**src/crossing_signal_sequencer_macros.svh**
```systemverilog
// Assertion helpers shared by the sequencer RTL.
// Both expect clk and arst_n in scope.
`ifndef CROSSING_SIGNAL_SEQUENCER_MACROS_SVH
`define CROSSING_SIGNAL_SEQUENCER_MACROS_SVH

// Same-cycle implication.
`define CSQ_ASSERT_NOW(label, ante, cons) \
	label: assert property (@(posedge clk) disable iff (!arst_n) (ante) |-> (cons)) \
		else $error("csq: same-cycle check failed");

// Next-cycle implication.
`define CSQ_ASSERT_NEXT(label, ante, cons) \
	label: assert property (@(posedge clk) disable iff (!arst_n) (ante) |=> (cons)) \
		else $error("csq: next-cycle check failed");

`endif

```
**src/csq_pkg.sv**
```systemverilog
`default_nettype none
package csq_pkg;

	localparam int unsigned CFG_IDX_W  = 3;
	localparam int unsigned CFG_DATA_W = 16;

	// register indexes
	localparam logic [CFG_IDX_W-1:0] CFG_LAMP_PERIOD      = 3'd0;
	localparam logic [CFG_IDX_W-1:0] CFG_BELL_PERIOD      = 3'd1;
	localparam logic [CFG_IDX_W-1:0] CFG_ACTIVE_TIMEOUT   = 3'd2;
	localparam logic [CFG_IDX_W-1:0] CFG_LONG_PRESS_TICKS = 3'd3;
	localparam logic [CFG_IDX_W-1:0] CFG_LAMP_THRESHOLD   = 3'd4;
	localparam logic [CFG_IDX_W-1:0] CFG_BELL_THRESHOLD   = 3'd5;

	// register reset values
	localparam logic [7:0]  RST_LAMP_PERIOD      = 8'd50;
	localparam logic [7:0]  RST_BELL_PERIOD      = 8'd100;
	localparam logic [15:0] RST_ACTIVE_TIMEOUT   = 16'd3000;
	localparam logic [7:0]  RST_LONG_PRESS_TICKS = 8'd200;
	localparam logic [15:0] RST_LAMP_THRESHOLD   = 16'd0;
	localparam logic [15:0] RST_BELL_THRESHOLD   = 16'd0;

	// reported mode codes
	localparam logic [1:0] MODE_DISABLED = 2'd0;
	localparam logic [1:0] MODE_SHORT    = 2'd1;
	localparam logic [1:0] MODE_LONG     = 2'd2;

	typedef struct packed {
		logic [7:0]  lamp_period;
		logic [7:0]  bell_period;
		logic [15:0] active_timeout;
		logic [7:0]  long_press_ticks;
		logic [15:0] lamp_threshold;
		logic [15:0] bell_threshold;
	} cfg_t;

	typedef struct packed {
		logic press_event;
		logic button_held;
	} in_t;

	typedef struct packed {
		logic       lamp_one;
		logic       lamp_two;
		logic       bell_drive;
		logic [1:0] mode;
	} out_t;

endpackage
`default_nettype wire

```
**src/csq_cfg_regs.sv**
```systemverilog
`default_nettype none
module csq_cfg_regs (
	input  wire logic                             clk,
	input  wire logic                             arst_n,
	input  wire logic                             cfg_we,
	input  wire logic [csq_pkg::CFG_IDX_W-1:0]    cfg_index,
	input  wire logic [csq_pkg::CFG_DATA_W-1:0]   cfg_data,
	output csq_pkg::cfg_t                         cfg
);

	csq_pkg::cfg_t cfg_q;

	always_ff @(posedge clk or negedge arst_n) begin
		if (!arst_n) begin
			cfg_q.lamp_period      <= csq_pkg::RST_LAMP_PERIOD;
			cfg_q.bell_period      <= csq_pkg::RST_BELL_PERIOD;
			cfg_q.active_timeout   <= csq_pkg::RST_ACTIVE_TIMEOUT;
			cfg_q.long_press_ticks <= csq_pkg::RST_LONG_PRESS_TICKS;
			cfg_q.lamp_threshold   <= csq_pkg::RST_LAMP_THRESHOLD;
			cfg_q.bell_threshold   <= csq_pkg::RST_BELL_THRESHOLD;
		end else if (cfg_we) begin
			case (cfg_index)
				csq_pkg::CFG_LAMP_PERIOD:      cfg_q.lamp_period      <= cfg_data[7:0];
				csq_pkg::CFG_BELL_PERIOD:      cfg_q.bell_period      <= cfg_data[7:0];
				csq_pkg::CFG_ACTIVE_TIMEOUT:   cfg_q.active_timeout   <= cfg_data;
				csq_pkg::CFG_LONG_PRESS_TICKS: cfg_q.long_press_ticks <= cfg_data[7:0];
				csq_pkg::CFG_LAMP_THRESHOLD:   cfg_q.lamp_threshold   <= cfg_data;
				csq_pkg::CFG_BELL_THRESHOLD:   cfg_q.bell_threshold   <= cfg_data;
				default: ; // unmapped index, write dropped
			endcase
		end
	end

	assign cfg = cfg_q;

endmodule
`default_nettype wire

```
**src/csq_step.sv**
```systemverilog
`default_nettype none
`include "crossing_signal_sequencer_macros.svh"
module csq_step (
	input  wire logic           clk,
	input  wire logic           arst_n,
	input  wire logic           adv,
	input  csq_pkg::in_t        item,
	input  csq_pkg::cfg_t       cfg,
	output csq_pkg::out_t       res
);

	typedef enum logic [2:0] {
		ST_DISABLED = 3'b001,
		ST_SHORT    = 3'b010,
		ST_LONG     = 3'b100
	} state_t;

	state_t      st_q, st_d;
	logic [2:0]  sig_q, sig_d;     // bit0 lamp 1, bit1 lamp 2, bit2 bell
	logic [15:0] act_q, act_d;
	logic [7:0]  lamp_q, lamp_d;
	logic [7:0]  bell_q, bell_d;
	logic [7:0]  hold_q, hold_d;

	always_comb begin
		st_d   = st_q;
		sig_d  = sig_q;
		act_d  = act_q;
		lamp_d = lamp_q;
		bell_d = bell_q;
		hold_d = hold_q;
		case (st_q)
			ST_DISABLED: begin
				sig_d = 3'b000;
				if (item.press_event) begin
					sig_d  = 3'b101;
					lamp_d = cfg.lamp_period;
					bell_d = cfg.bell_period;
					act_d  = cfg.active_timeout;
					hold_d = cfg.long_press_ticks;
					st_d   = ST_SHORT;
				end
			end
			ST_SHORT, ST_LONG: begin
				if (st_q == ST_SHORT) begin
					if (act_q != 16'd0) begin
						if (item.button_held) begin
							if (hold_q == 8'd0)
								st_d = ST_LONG;
							else
								hold_d = hold_q - 8'd1;
						end else begin
							hold_d = cfg.long_press_ticks;
						end
						act_d = act_q - 16'd1;
					end else begin
						st_d = ST_DISABLED;
					end
				end
				if (item.press_event)
					st_d = ST_DISABLED;
				// thresholds compare against the count after this tick's decrement, if any
				if (lamp_q == 8'd0 && act_d > cfg.lamp_threshold) begin
					sig_d[1:0] = ~sig_q[1:0];
					lamp_d     = cfg.lamp_period;
				end else begin
					lamp_d = lamp_q - 8'd1;
				end
				if (bell_q == 8'd0 && act_d > cfg.bell_threshold) begin
					sig_d[2] = 1'b1;
					bell_d   = cfg.bell_period;
				end else begin
					sig_d[2] = 1'b0;
					bell_d   = bell_q - 8'd1;
				end
			end
			default: st_d = ST_DISABLED;
		endcase
	end

	always_ff @(posedge clk or negedge arst_n) begin
		if (!arst_n) begin
			st_q   <= ST_DISABLED;
			sig_q  <= 3'b000;
			act_q  <= 16'd0;
			lamp_q <= 8'd0;
			bell_q <= 8'd0;
			hold_q <= 8'd0;
		end else if (adv) begin
			st_q   <= st_d;
			sig_q  <= sig_d;
			act_q  <= act_d;
			lamp_q <= lamp_d;
			bell_q <= bell_d;
			hold_q <= hold_d;
		end
	end

	always_comb begin
		res.lamp_one   = sig_d[0];
		res.lamp_two   = sig_d[1];
		res.bell_drive = sig_d[2];
		case (st_d)
			ST_SHORT: res.mode = csq_pkg::MODE_SHORT;
			ST_LONG:  res.mode = csq_pkg::MODE_LONG;
			default:  res.mode = csq_pkg::MODE_DISABLED;
		endcase
	end

	// an idle tick with no press drives nothing
	`CSQ_ASSERT_NEXT(a_idle_quiet, adv && st_q == ST_DISABLED && !item.press_event, sig_q == 3'b000)
	// long mode never moves the active count
	`CSQ_ASSERT_NEXT(a_long_frozen, adv && st_q == ST_LONG, act_q == $past(act_q))
	// long mode is only reached through short mode
	`CSQ_ASSERT_NEXT(a_no_skip_long, adv && st_q == ST_DISABLED, st_q != ST_LONG)
	// state only moves on an advancing tick
	`CSQ_ASSERT_NEXT(a_hold_state, !adv, st_q == $past(st_q) && act_q == $past(act_q))

endmodule
`default_nettype wire

```
**src/crossing_signal_sequencer.sv**
```systemverilog
// Channel | Direction | Payload         | Handshake
// in      | into      | csq_pkg::in_t   | in_valid / in_stall
// out     | out of    | csq_pkg::out_t  | out_valid / out_stall
// cfg     | into      | index + data    | cfg_we, no wait
//
// One tick per clock unless stalled: an input register feeds the state
// update, whose result lands in the output register in the same cycle
// it advances; a result beat follows its input beat through both registers.
// arst_n clears the state to disabled and loads the register defaults.
// out_stall holds the result; the input register still takes one more beat,
// after which in_stall rises until the result is taken.
`default_nettype none
module crossing_signal_sequencer (
	input  wire logic                             clk,
	input  wire logic                             arst_n,
	input  wire logic                             in_valid,
	output logic                                  in_stall,
	input  csq_pkg::in_t                          in_data,
	output logic                                  out_valid,
	input  wire logic                             out_stall,
	output csq_pkg::out_t                         out_data,
	input  wire logic                             cfg_we,
	input  wire logic [csq_pkg::CFG_IDX_W-1:0]    cfg_index,
	input  wire logic [csq_pkg::CFG_DATA_W-1:0]   cfg_data
);

	csq_pkg::cfg_t cfg;
	csq_pkg::in_t  in_s1;
	csq_pkg::out_t res;
	csq_pkg::out_t out_q;
	logic          valid_s1;
	logic          out_valid_q;
	logic          adv;
	logic          accept;

	assign adv      = valid_s1 && (!out_valid_q || !out_stall);
	assign in_stall = valid_s1 && !adv;
	assign accept   = in_valid && !in_stall;

	always_ff @(posedge clk or negedge arst_n) begin
		if (!arst_n) begin
			valid_s1    <= 1'b0;
			out_valid_q <= 1'b0;
		end else begin
			if (accept)
				valid_s1 <= 1'b1;
			else if (adv)
				valid_s1 <= 1'b0;
			if (adv)
				out_valid_q <= 1'b1;
			else if (!out_stall)
				out_valid_q <= 1'b0;
		end
	end

	always_ff @(posedge clk) begin
		if (accept)
			in_s1 <= in_data;
		if (adv)
			out_q <= res;
	end

	csq_cfg_regs u_cfg (
		.clk       (clk),
		.arst_n    (arst_n),
		.cfg_we    (cfg_we),
		.cfg_index (cfg_index),
		.cfg_data  (cfg_data),
		.cfg       (cfg)
	);

	csq_step u_step (
		.clk    (clk),
		.arst_n (arst_n),
		.adv    (adv),
		.item   (in_s1),
		.cfg    (cfg),
		.res    (res)
	);

	assign out_valid = out_valid_q;
	assign out_data  = out_q;

endmodule
`default_nettype wire
```
**config.mk**
```make
export PLATFORM = sky130hd
export DESIGN_NAME = crossing_signal_sequencer
export DESIGN_NICKNAME = d
export VERILOG_FILES = /design/src/csq_pkg.sv /design/src/csq_cfg_regs.sv /design/src/csq_step.sv /design/src/crossing_signal_sequencer.sv
export VERILOG_INCLUDE_DIRS = /design/src /design/src/src
export SDC_FILE = /design/constraint.sdc
export NUM_CORES = 1
export LEC_CHECK = 0
export BUFFER_PORTS_ARGS = -buffer_cell sky130_fd_sc_hd__buf_2
export CAP_MARGIN = 0
export CORE_ASPECT_RATIO = 1.25
export CORE_MARGIN = 5
export CORE_UTILIZATION = 50
export CTS_CLUSTER_SIZE = 8
export DETAILED_ROUTE_END_ITERATION = 8
export PLACE_DENSITY = 0.68
export SYNTH_ARGS = -nofsm -noshare
export SYNTH_HDL_FRONTEND = slang
export SYNTH_SLANG_ARGS = --single-unit
```
**constraint.sdc**
```tcl
create_clock -name clk -period 7.74 [get_ports clk]
set_input_delay 1.548 -clock clk [delete_from_list [all_inputs] [get_ports clk]]
set_output_delay 1.548 -clock clk [all_outputs]
set_load 0.02 [all_outputs]
```
After elaboration in Yosys (flattened, before gate mapping) --
Index checks and enable logic that the tools add are counted.
Word-level totals: bits in registers 127
Operators by class: add/sub/neg operators 4, magnitude comparators 2, equal/unequal tests 15, multiplexer cells 33, bitwise gates (word level) 1, reductions and logical operators 26
Operators with widths (count):
- 8-bit two-way mux | 9
- 16-bit two-way mux | 4
- 8-bit one-hot mux with 2 select lines | 3
- 16-bit > comparator | 2
- 16-bit one-hot mux with 2 select lines | 1
- 8-bit logical NOT | 3
- 8-bit by 1-bit subtractor with 8-bit output (second input constant) | 3
- 3-bit two-way mux | 7
- 16-bit nonzero test | 1
- 16-bit by 1-bit subtractor with 16-bit output (second input constant) | 1
- 3-bit by 2-bit == test with 1-bit output (second input constant) | 4
- 3-bit == test (second input constant) | 4
- 3-bit one-hot mux with 2 select lines | 2
- 2-bit AND reduction | 6
- 3-bit by 1-bit == test with 1-bit output (second input constant) | 2
- 2-bit by 1-bit != test with 1-bit output (second input constant) | 3
- 6-bit AND reduction | 1
- 1-bit logical AND | 5
- 1-bit two-way mux | 5
- 1-bit logical NOT | 4
- 2-bit one-hot mux with 2 select lines | 1
- 2-bit nonzero test | 2
- 3-bit logical NOT | 1
- 3-bit != test (second input constant) | 1
- other kinds (6) | 6

Longest topological paths before layout --
Gate-level depths: netlist of the first run.
depth in word-level cells 9, gate-level depth with buffers 15, mapped depth without buffers 13

Modules after synthesis --
A second synthesis of the first run with hierarchy kept.
Second synthesis, totals: cell total of the unflattened synthesis 676, area, all modules 7229.4 um^2
By module, submodules not included:
- csq_step | times used 1, cells an instance 504, area an instance 4156.5 um^2, sequential area each 1152.4 um^2
- csq_cfg_regs | times used 1, cells an instance 157, area an instance 2770.2 um^2, sequential area each 1821.7 um^2
- crossing_signal_sequencer | times used 1, cells an instance 15, area an instance 302.8 um^2, sequential area each 260.2 um^2

Worst setup path after synthesis of the first run --
Ideal clock, no wire load.
path type register to register, from register u_step.act_q[10], to register u_step.bell_q[4], library setup time 0.124 ns, arrival 4.026 ns, path slack 3.590 ns, stages on the path, launching flop included 15, buffers on the path 2, period minus slack after synthesis 4.150 ns, cell sequence dfrtp_1 buf_6 or4_4 or4b_4 o211ai_2 or4_2 xnor2_1 ha_1 nand4_1 nor4_1 a22oi_1 a2bb2oi_1 clkbuf_1 a21oi_1 a211o_1
Between the ends: cells in the longest elaborated chain, start to end 8
Ends and longest elaborated chain:
- start: declaration | line csq_step.sv:20 | logic [15:0] act_q, act_d;
- start signal: assignment | line csq_step.sv:92 | act_q <= act_d;
- 16-bit by 1-bit subtractor with 16-bit output or 16-bit nonzero test (tied branches) | line csq_step.sv:55, csq_step.sv:46
- 16-bit two-way mux | line csq_step.sv:46 | if (act_q != 16'd0) begin
- 16-bit two-way mux * | line csq_step.sv:45 | if (st_q == ST_SHORT) begin
- 16-bit two-way mux * | line csq_step.sv:32 | case (st_q)
- 16-bit > comparator * | line csq_step.sv:69 | if (bell_q == 8'd0 && act_d > cfg.bell_threshold) begin
- 1-bit logical AND * | line csq_step.sv:69
- 8-bit two-way mux * | line csq_step.sv:69
- 8-bit one-hot mux with 2 select lines * | line csq_step.sv:32
- end signal: assignment | line csq_step.sv:94 | bell_q <= bell_d;
- end: declaration | line csq_step.sv:22 | logic [7:0] bell_q, bell_d;
Mark *: on every way between the ends. The rest lies on a longest branch, timed or not. The select of a mux whose other input is x is not followed. A chain may end at the register's enable or synchronous reset.

Final worst setup path of the first run --
from register u_step.act_q[10], to register u_step.lamp_q[4]
Between the ends: cells in the longest elaborated chain, start to end 8
Ends and longest elaborated chain:
- 16-bit by 1-bit subtractor with 16-bit output or 16-bit nonzero test (tied branches) | line csq_step.sv:55, csq_step.sv:46
- 16-bit two-way mux | line csq_step.sv:46
- 16-bit two-way mux * | line csq_step.sv:45
- 16-bit two-way mux * | line csq_step.sv:32
- 16-bit > comparator * | line csq_step.sv:63 | if (lamp_q == 8'd0 && act_d > cfg.lamp_threshold) begin
- 1-bit logical AND * | line csq_step.sv:63
- 8-bit two-way mux * | line csq_step.sv:63
- 8-bit one-hot mux with 2 select lines * | line csq_step.sv:32
- end signal: assignment | line csq_step.sv:93 | lamp_q <= lamp_d;
- end: declaration | line csq_step.sv:21 | logic [7:0] lamp_q, lamp_d;
Marks and branches as above.

==> flow_metrics.py, run 1 <==
metrics = {
    "run_status": {
        "outcome": "completed",
    },
    "clock_network": {
        "cts_setup_buffers": 0,
        "cts.sinks": 127,
        "path_clk_slew_ns": 0.05,
        "cts_buffers": 17,
        "cts-htree-levels": 4,
        "worstSkewPairLatency_ns": 0.42,
        "cts_root_buf": "clkbuf_16",
        "clk_path_buf_depth": 2,
        "postCtsHoldBufs": 0,
        "cts_resized": 0,
        "cts_tree": "built",
    },
    "setup_path": {
        "cp.arrival_ns": 5.18,
        "worst_setup_path_start_kind": "flop",
        "path_class": "reg2reg",
        "end_kind": "flop",
        "required_ns": 8.09,
        "worst-path-max-fanout": 10,
    },
    "final_layout": {
        "final_area_um2": 7960,
        "multi_input_area_um2": 3530,
        "antenna_cells": 0,
        "nNetsFinal": 791,
        "drive_above_1_share_pct": 22.4,
        "regArea_um2": 3230,
        "layout-area-overhead-vs-synth_pct": 12.6,
        "finalNonFillerCells": 913,
        "nFillCells": 1188,
    },
    "floorplanning": {
        "start_util_pct": 51.0,
        "core_um2": 13900,
        "dieArea_um2": 16600,
        "die_h_um": 143,
        "num_rows": 48,
        "num_io_pins": 33,
        "die_x_um": 116,
    },
    "detailed_routing": {
        "detail-route-antenna-nets": 0,
        "drt_iter0_drc": 286,
        "drt_pass1_iterations": 5,
        "wl_met1_um": 7180,
        "top_layer_used": "met4",
        "routed_via_density": 5.81,
        "post_drt_wl_per_cell_um": 17.6,
        "routed-wl-met3_um": 593,
        "drc": 0,
        "drt-total-wl_um": 16100,
        "wl_met2_um": 8030,
        "num_vias": 5305,
    },
    "timing": {
        "setup_tns_ns": 0,
        "setup_viol": 0,
        "finalCriticalPeriod_ns": 4.83,
        "relSlewSlack_pct": 23.4,
        "finalHoldViolCount": 0,
        "max_freq_ghz": 0.207,
        "finClkSkew_ns": 0.00796,
        "rsz0062_at_grt": "no",
        "worst-slew-pin-transition_ns": 1.14,
        "slew_violations": 0,
        "period_share_pct": 62.5,
    },
    "placed_design": {
        "postPlaceCellArea_um2": 7400,
        "dp_hpwl_um": 11300,
        "place_inst": 881,
        "gp_congestion": 0.854,
        "io_buffers": 32,
    },
    "job": {
        "cap_violations": 0,
    },
    "synth": {
        "synth_top_area_share_pct": 36.5,
        "ys_seq_area_share_pct": 45.8,
        "ys_seq_elements": 127,
        "synth_nets": 764,
        "synth_edf_count": 7,
        "synthCells": 698,
        "synth_cell_types": 73,
        "ys_warn_count": 0,
        "synthTopCellsByArea": "dfrtp_1, mux2_2, ha_1",
        "syn_area_per_cell_um2": 10.1,
        "synth.cell_area_um2": 7070,
        "async_reset_ff_share_pct": 94.5,
        "synthFlopType": "dfrtp_1",
        "synth.largest_area_cell": "dfrtp_1",
    },
    "power_and_ir_drop": {
        "p_leak_uw": 0.00342,
        "ir_drop_uv": 188,
        "power_density_nw_per_um2": 348,
    },
    "grt": {
        "antenna_found_initial": 0,
        "grt_start_max_net_pins": 81,
        "grt_pass1_vias": 5289,
        "grt_usage_pct": 20.8,
        "overflow": 0,
        "grt_pass1_wl_um": 26900,
    },
    "min_path": {
        "min_path_type": "reg2reg",
    },
}
-- sequential cells by signal, summed over array words and instances (netlist names), 2 cells and up --
signal	count
in_s1	2
u_step.lamp_q	8
u_step.bell_q	8
u_step.st_q	3
out_data	5
u_step.act_q	16
u_step.sig_q	3
u_cfg.cfg	72
u_step.hold_q	8
-- metal layers --
layer	vias up	global-route usage, %
met1	2609	26.9
met3	22	4.71
li1	2585	-
met4	0	7.09
met2	89	34.4
met5	-	0
-- cells in the mapped netlist (9+ instances only) --
cell,number
a22oi_1,9
o21ai_0,55
nand2_1,61
nand4_1,9
nor2_1,33
dfrtp_1,103
xnor2_1,12
ha_1,40
dfstp_2,17
nor3_1,18
nand3_1,9
mux2_2,57
a21oi_1,45
or3_1,17
inv_1,54
clkbuf_1,23
-- critical path, cell delays in order (launching register included) --
cell	delay, ns
dfrtp_1	0.49
or4_4	0.61
or4b_4	0.57
o211ai_4	0.31
nor3_1	0.15
xnor2_1	0.24
ha_1	0.31
a41oi_1	0.20
o21ai_0	0.18
o2bb2ai_1	0.21
o41a_1	0.52
o21ai_0	0.67
o221a_2	0.33
-- where the power goes --
group / internal [uW] / switching (uW)
logic: 415 / 513
clock network: 475 / 277
registers: 892 / 198
-- layout by cell type, fill, tap and decap left out, types with 6 or more instances in the layout --
cell type  instances
and3_1             7
or3_1             17
o21ai_0           55
ha_1              40
clkbuf_16         18
nand2_1           61
clkbuf_1           6
dfstp_2           17
mux2_2            57
dfrtp_1          103
nor3_1            18
nor2_1            33
a21oi_1           44
o21a_1             7
inv_1             54
edfxtp_1           7
nand4_1            9
buf_2             31
o22ai_1            6
nand3_1            9
a22oi_1            9
buf_4              8
xnor2_1           12
o2bb2ai_1          7
-- area by class of cell --
type / instances / share of cell area [%]
Multi-Input combinational cell: 485 / 44.3
Sequential cell: 127 / 40.6
Clock buffer: 26 / 6.29
Tap cell: 175 / 2.75
Timing Repair Buffer: 39 / 2.70
Inverter: 55 / 2.59
Clock inverter: 6 / 0.723
-- worst paths after layout --
check / slack (ns) / start / to / depth (start not counted)
setup reg to reg: 2.91 / u_step.act_q[10] / u_step.lamp_q[4] / 12
min in group asynchronous: 1.11 / arst_n / u_step.sig_q[1] / 1
hold reg to reg: 0.50 / u_cfg.cfg[60] / u_cfg.cfg[60] / 1
max in group asynchronous: 5.22 / arst_n / u_cfg.cfg[8] / 2
hold / removal: 0.50 / u_cfg.cfg[60] / u_cfg.cfg[60] / 1
setup / recovery: 2.91 / u_step.act_q[10] / u_step.lamp_q[4] / 12
-- stage by stage --
stage	setup slack (ns)	util, %	total power [uW]	hold WS [ns]
6_report	2.91	57.4	2770	0.497
5_1_grt	2.66	57.4	2970	0.522
4_1_cts	2.88	57.4	2790	0.501
3_5_place_dp	2.97	53.3	2020	0.489
3_3_place_gp	3.04	53.3	1970	0.467
2_1_floorplan	3.59	-	1750	0.457
-- cells by family (layout without fill, tap and decap cells) --
family	count (synthesis)	in the layout	share of synthesized area, %
mux	60	60	9.50
compound gates	176	176	16.3
simple gates	194	194	14.7
flops	127	127	45.8
fa+ha+maj	40	40	7.08
xor+xnor	15	15	1.86
buf+inv	86	126	4.80
Power figures use the tool's default switching activity.
==> inputs of run 2 (changes only) <==
- PLACE_DENSITY: 0.68 -> 0.71
- clock period: 7.74 -> 4.4 ns (I/O delays scaled with it)
==> run 2 against run 1 <==
  * Combinational power is 88% higher
  * Clock power is 90% higher
  * Total power is 83% higher
  * Largest cell class unchanged
  * Clock skew hardly changed
  * Via count is 2.8% higher
  * Fmax is 14% higher
  * Global-route usage is 0.76 points higher
  * Worst hold slack worse by 0.0056 ns
==> flow_metrics.py, run 2 (synthesized netlist as in run 1, its figures left out) <==
metrics = {
    "grt": {
        "overflow": 0,
        "antenna_found_initial": 0,
        "grt_start_max_net_pins": 64,
        "grt_usage_pct": 21.6,
        "grt_pass1_wl_um": 27700,
        "grt_pass1_vias": 5595,
    },
    "detailed_routing": {
        "drc": 0,
        "wl_met2_um": 8470,
        "routed-wl-met3_um": 717,
        "drt-total-wl_um": 16900,
        "drt_pass1_iterations": 5,
        "num_vias": 5456,
        "wl_met1_um": 7150,
        "top_layer_used": "met4",
        "drt_iter0_drc": 352,
        "routed_via_density": 5.87,
        "post_drt_wl_per_cell_um": 18.2,
        "detail-route-antenna-nets": 0,
    },
    "clock_network": {
        "path_clk_slew_ns": 0.06,
        "worstSkewPairLatency_ns": 0.43,
        "cts_root_buf": "clkbuf_16",
        "clk_path_buf_depth": 2,
        "cts.sinks": 127,
        "cts_tree": "built",
        "postCtsHoldBufs": 0,
        "cts-htree-levels": 4,
        "cts_buffers": 17,
    },
    "placed_design": {
        "gp_congestion": 0.874,
        "dp_hpwl_um": 11800,
        "io_buffers": 32,
        "place_inst": 894,
    },
    "floorplanning": {
        "num_rows": 48,
        "num_io_pins": 33,
        "core_um2": 13900,
        "start_util_pct": 51.0,
        "dieArea_um2": 16600,
        "die_x_um": 116,
        "die_h_um": 143,
    },
    "min_path": {
        "min-delay-start": "valid_s1",
        "min_path_type": "reg2reg",
    },
    "setup_path": {
        "path_class": "reg2reg",
        "end_kind": "flop",
        "reg2reg_depth": 13,
        "worst_setup_path_start_kind": "flop",
        "worst-path-max-fanout": 8,
        "cp-startpoint": "u_step.act_q[9]",
        "cp.arrival_ns": 4.58,
        "ff2ff_setup_slack_ns": 0.16,
        "r2r-end": "u_step.bell_q[1]",
        "required_ns": 4.74,
        "r2r_start": "u_step.act_q[9]",
        "critPathCapture": "u_step.bell_q[1]",
    },
    "timing": {
        "max_freq_ghz": 0.236,
        "worst-slew-pin-transition_ns": 1.13,
        "slew_violations": 0,
        "period_share_pct": 96.4,
        "finalHoldViolCount": 0,
        "relSlewSlack_pct": 24.0,
        "finClkSkew_ns": 0.00763,
        "setup_viol": 0,
        "finalCriticalPeriod_ns": 4.24,
    },
    "final_layout": {
        "largest_reg_flops": 72,
        "nNetsFinal": 807,
        "layout_commonest_cell": "dfrtp_1",
        "drive_above_1_share_pct": 25.5,
        "nFillCells": 1163,
        "layout_common_cells": "dfrtp_1, nand2_1, mux2_2, o21ai_0, inv_1",
        "antenna_cells": 0,
        "layout-area-overhead-vs-synth_pct": 15.4,
        "finalNonFillerCells": 929,
    },
    "job": {
        "cap_violations": 0,
    },
    "power_and_ir_drop": {
        "ir_drop_uv": 282,
        "total_power_uw": 5070,
        "power_density_nw_per_um2": 622,
        "p_leak_uw": 0.00351,
    },
    "run_status": {
        "outcome": "completed",
    },
}
==> run 2: cell count changes in the layout (fill, tap and decap cells not counted), moves of 2 or more <==
cell,delta
clkbuf_1,-5
buf_4,+15
bufinv_16,+2
clkinvlp_4,+4
clkinv_2,-2
clkinv_4,+2
a2111oi_2,+2
==> run 2: worst max-delay path: stages (launching register included) <==
cell	delay, ns
dfrtp_1	0.40
or4_4	0.56
nor3b_2	0.21
o211ai_2	0.16
or4_2	0.64
xnor2_1	0.18
ha_1	0.33
nand4_1	0.24
nor4_2	0.36
a31oi_1	0.16
a2bb2oi_2	0.18
clkdlybuf4s15_2	0.28
or3_1	0.36
o211ai_1	0.09
==> run 2: where the power goes <==
| group | internal, uW | switching [uW] | leakage [uW] | total [uW] |
|---|---|---|---|---|
| Combinational | 772 | 971 | 0.00175 | 1740 |
| Sequential | 1570 | 330 | 0.00148 | 1900 |
| Clock | 905 | 524 | 0.000282 | 1430 |
| Total | 3250 | 1830 | 0.00351 | 5070 |
==> run 2: metal layers <==
layer,GRT usage (%),vias up
met2,35.4,141
met5,0,-
met1,26.9,2661
met3,5.04,37
li1,-,2617
met4,10.1,0
==> run 2: repair_timing <==
item / in CTS / in global routing
endpoints found under the hold margin: 0 / 0
setup endpoints to repair: 0 / 12
resized for setup: 0 / 7
setup buffers: 0 / 2
==> run 2: layout make-up <==
type	instances	area [um2]	area share, %
timing repair buffer	55	339	4.16
clock inverter	13	164	2.01
tap	175	219	2.68
multi-input combinational	485	3550	43.5
clock buffer	19	443	5.43
inverter	55	206	2.53
sequential	127	3230	39.7
==> run 2: how the worst min path moves through the flow <==
| stage | to | cells past startpoint |
|---|---|---|
| 6_report | out_valid | 1 |
| 5_1_grt | u_cfg.cfg[3] | 1 |
| 4_1_cts | out_valid | 1 |
| 3_5_place_dp | u_cfg.cfg[59] | 1 |
| 3_3_place_gp | out_valid | 1 |
| 2_1_floorplan | out_valid | 1 |
==> run 2: stage by stage <==
stage               TNS [ns]  util [%]  cell area (um2)  setup slack, ns  hold slack [ns]
floorplan                  0         -             7070            0.250            0.457
global placement           0      54.0             7490            0.168            0.467
detailed placement         0      54.0             7490            0.122            0.489
CTS                        0      58.4             8100           0.0993            0.495
global route        -0.00196      58.8             8160         -0.00179            0.523
finish                     0      58.8             8160            0.159            0.492
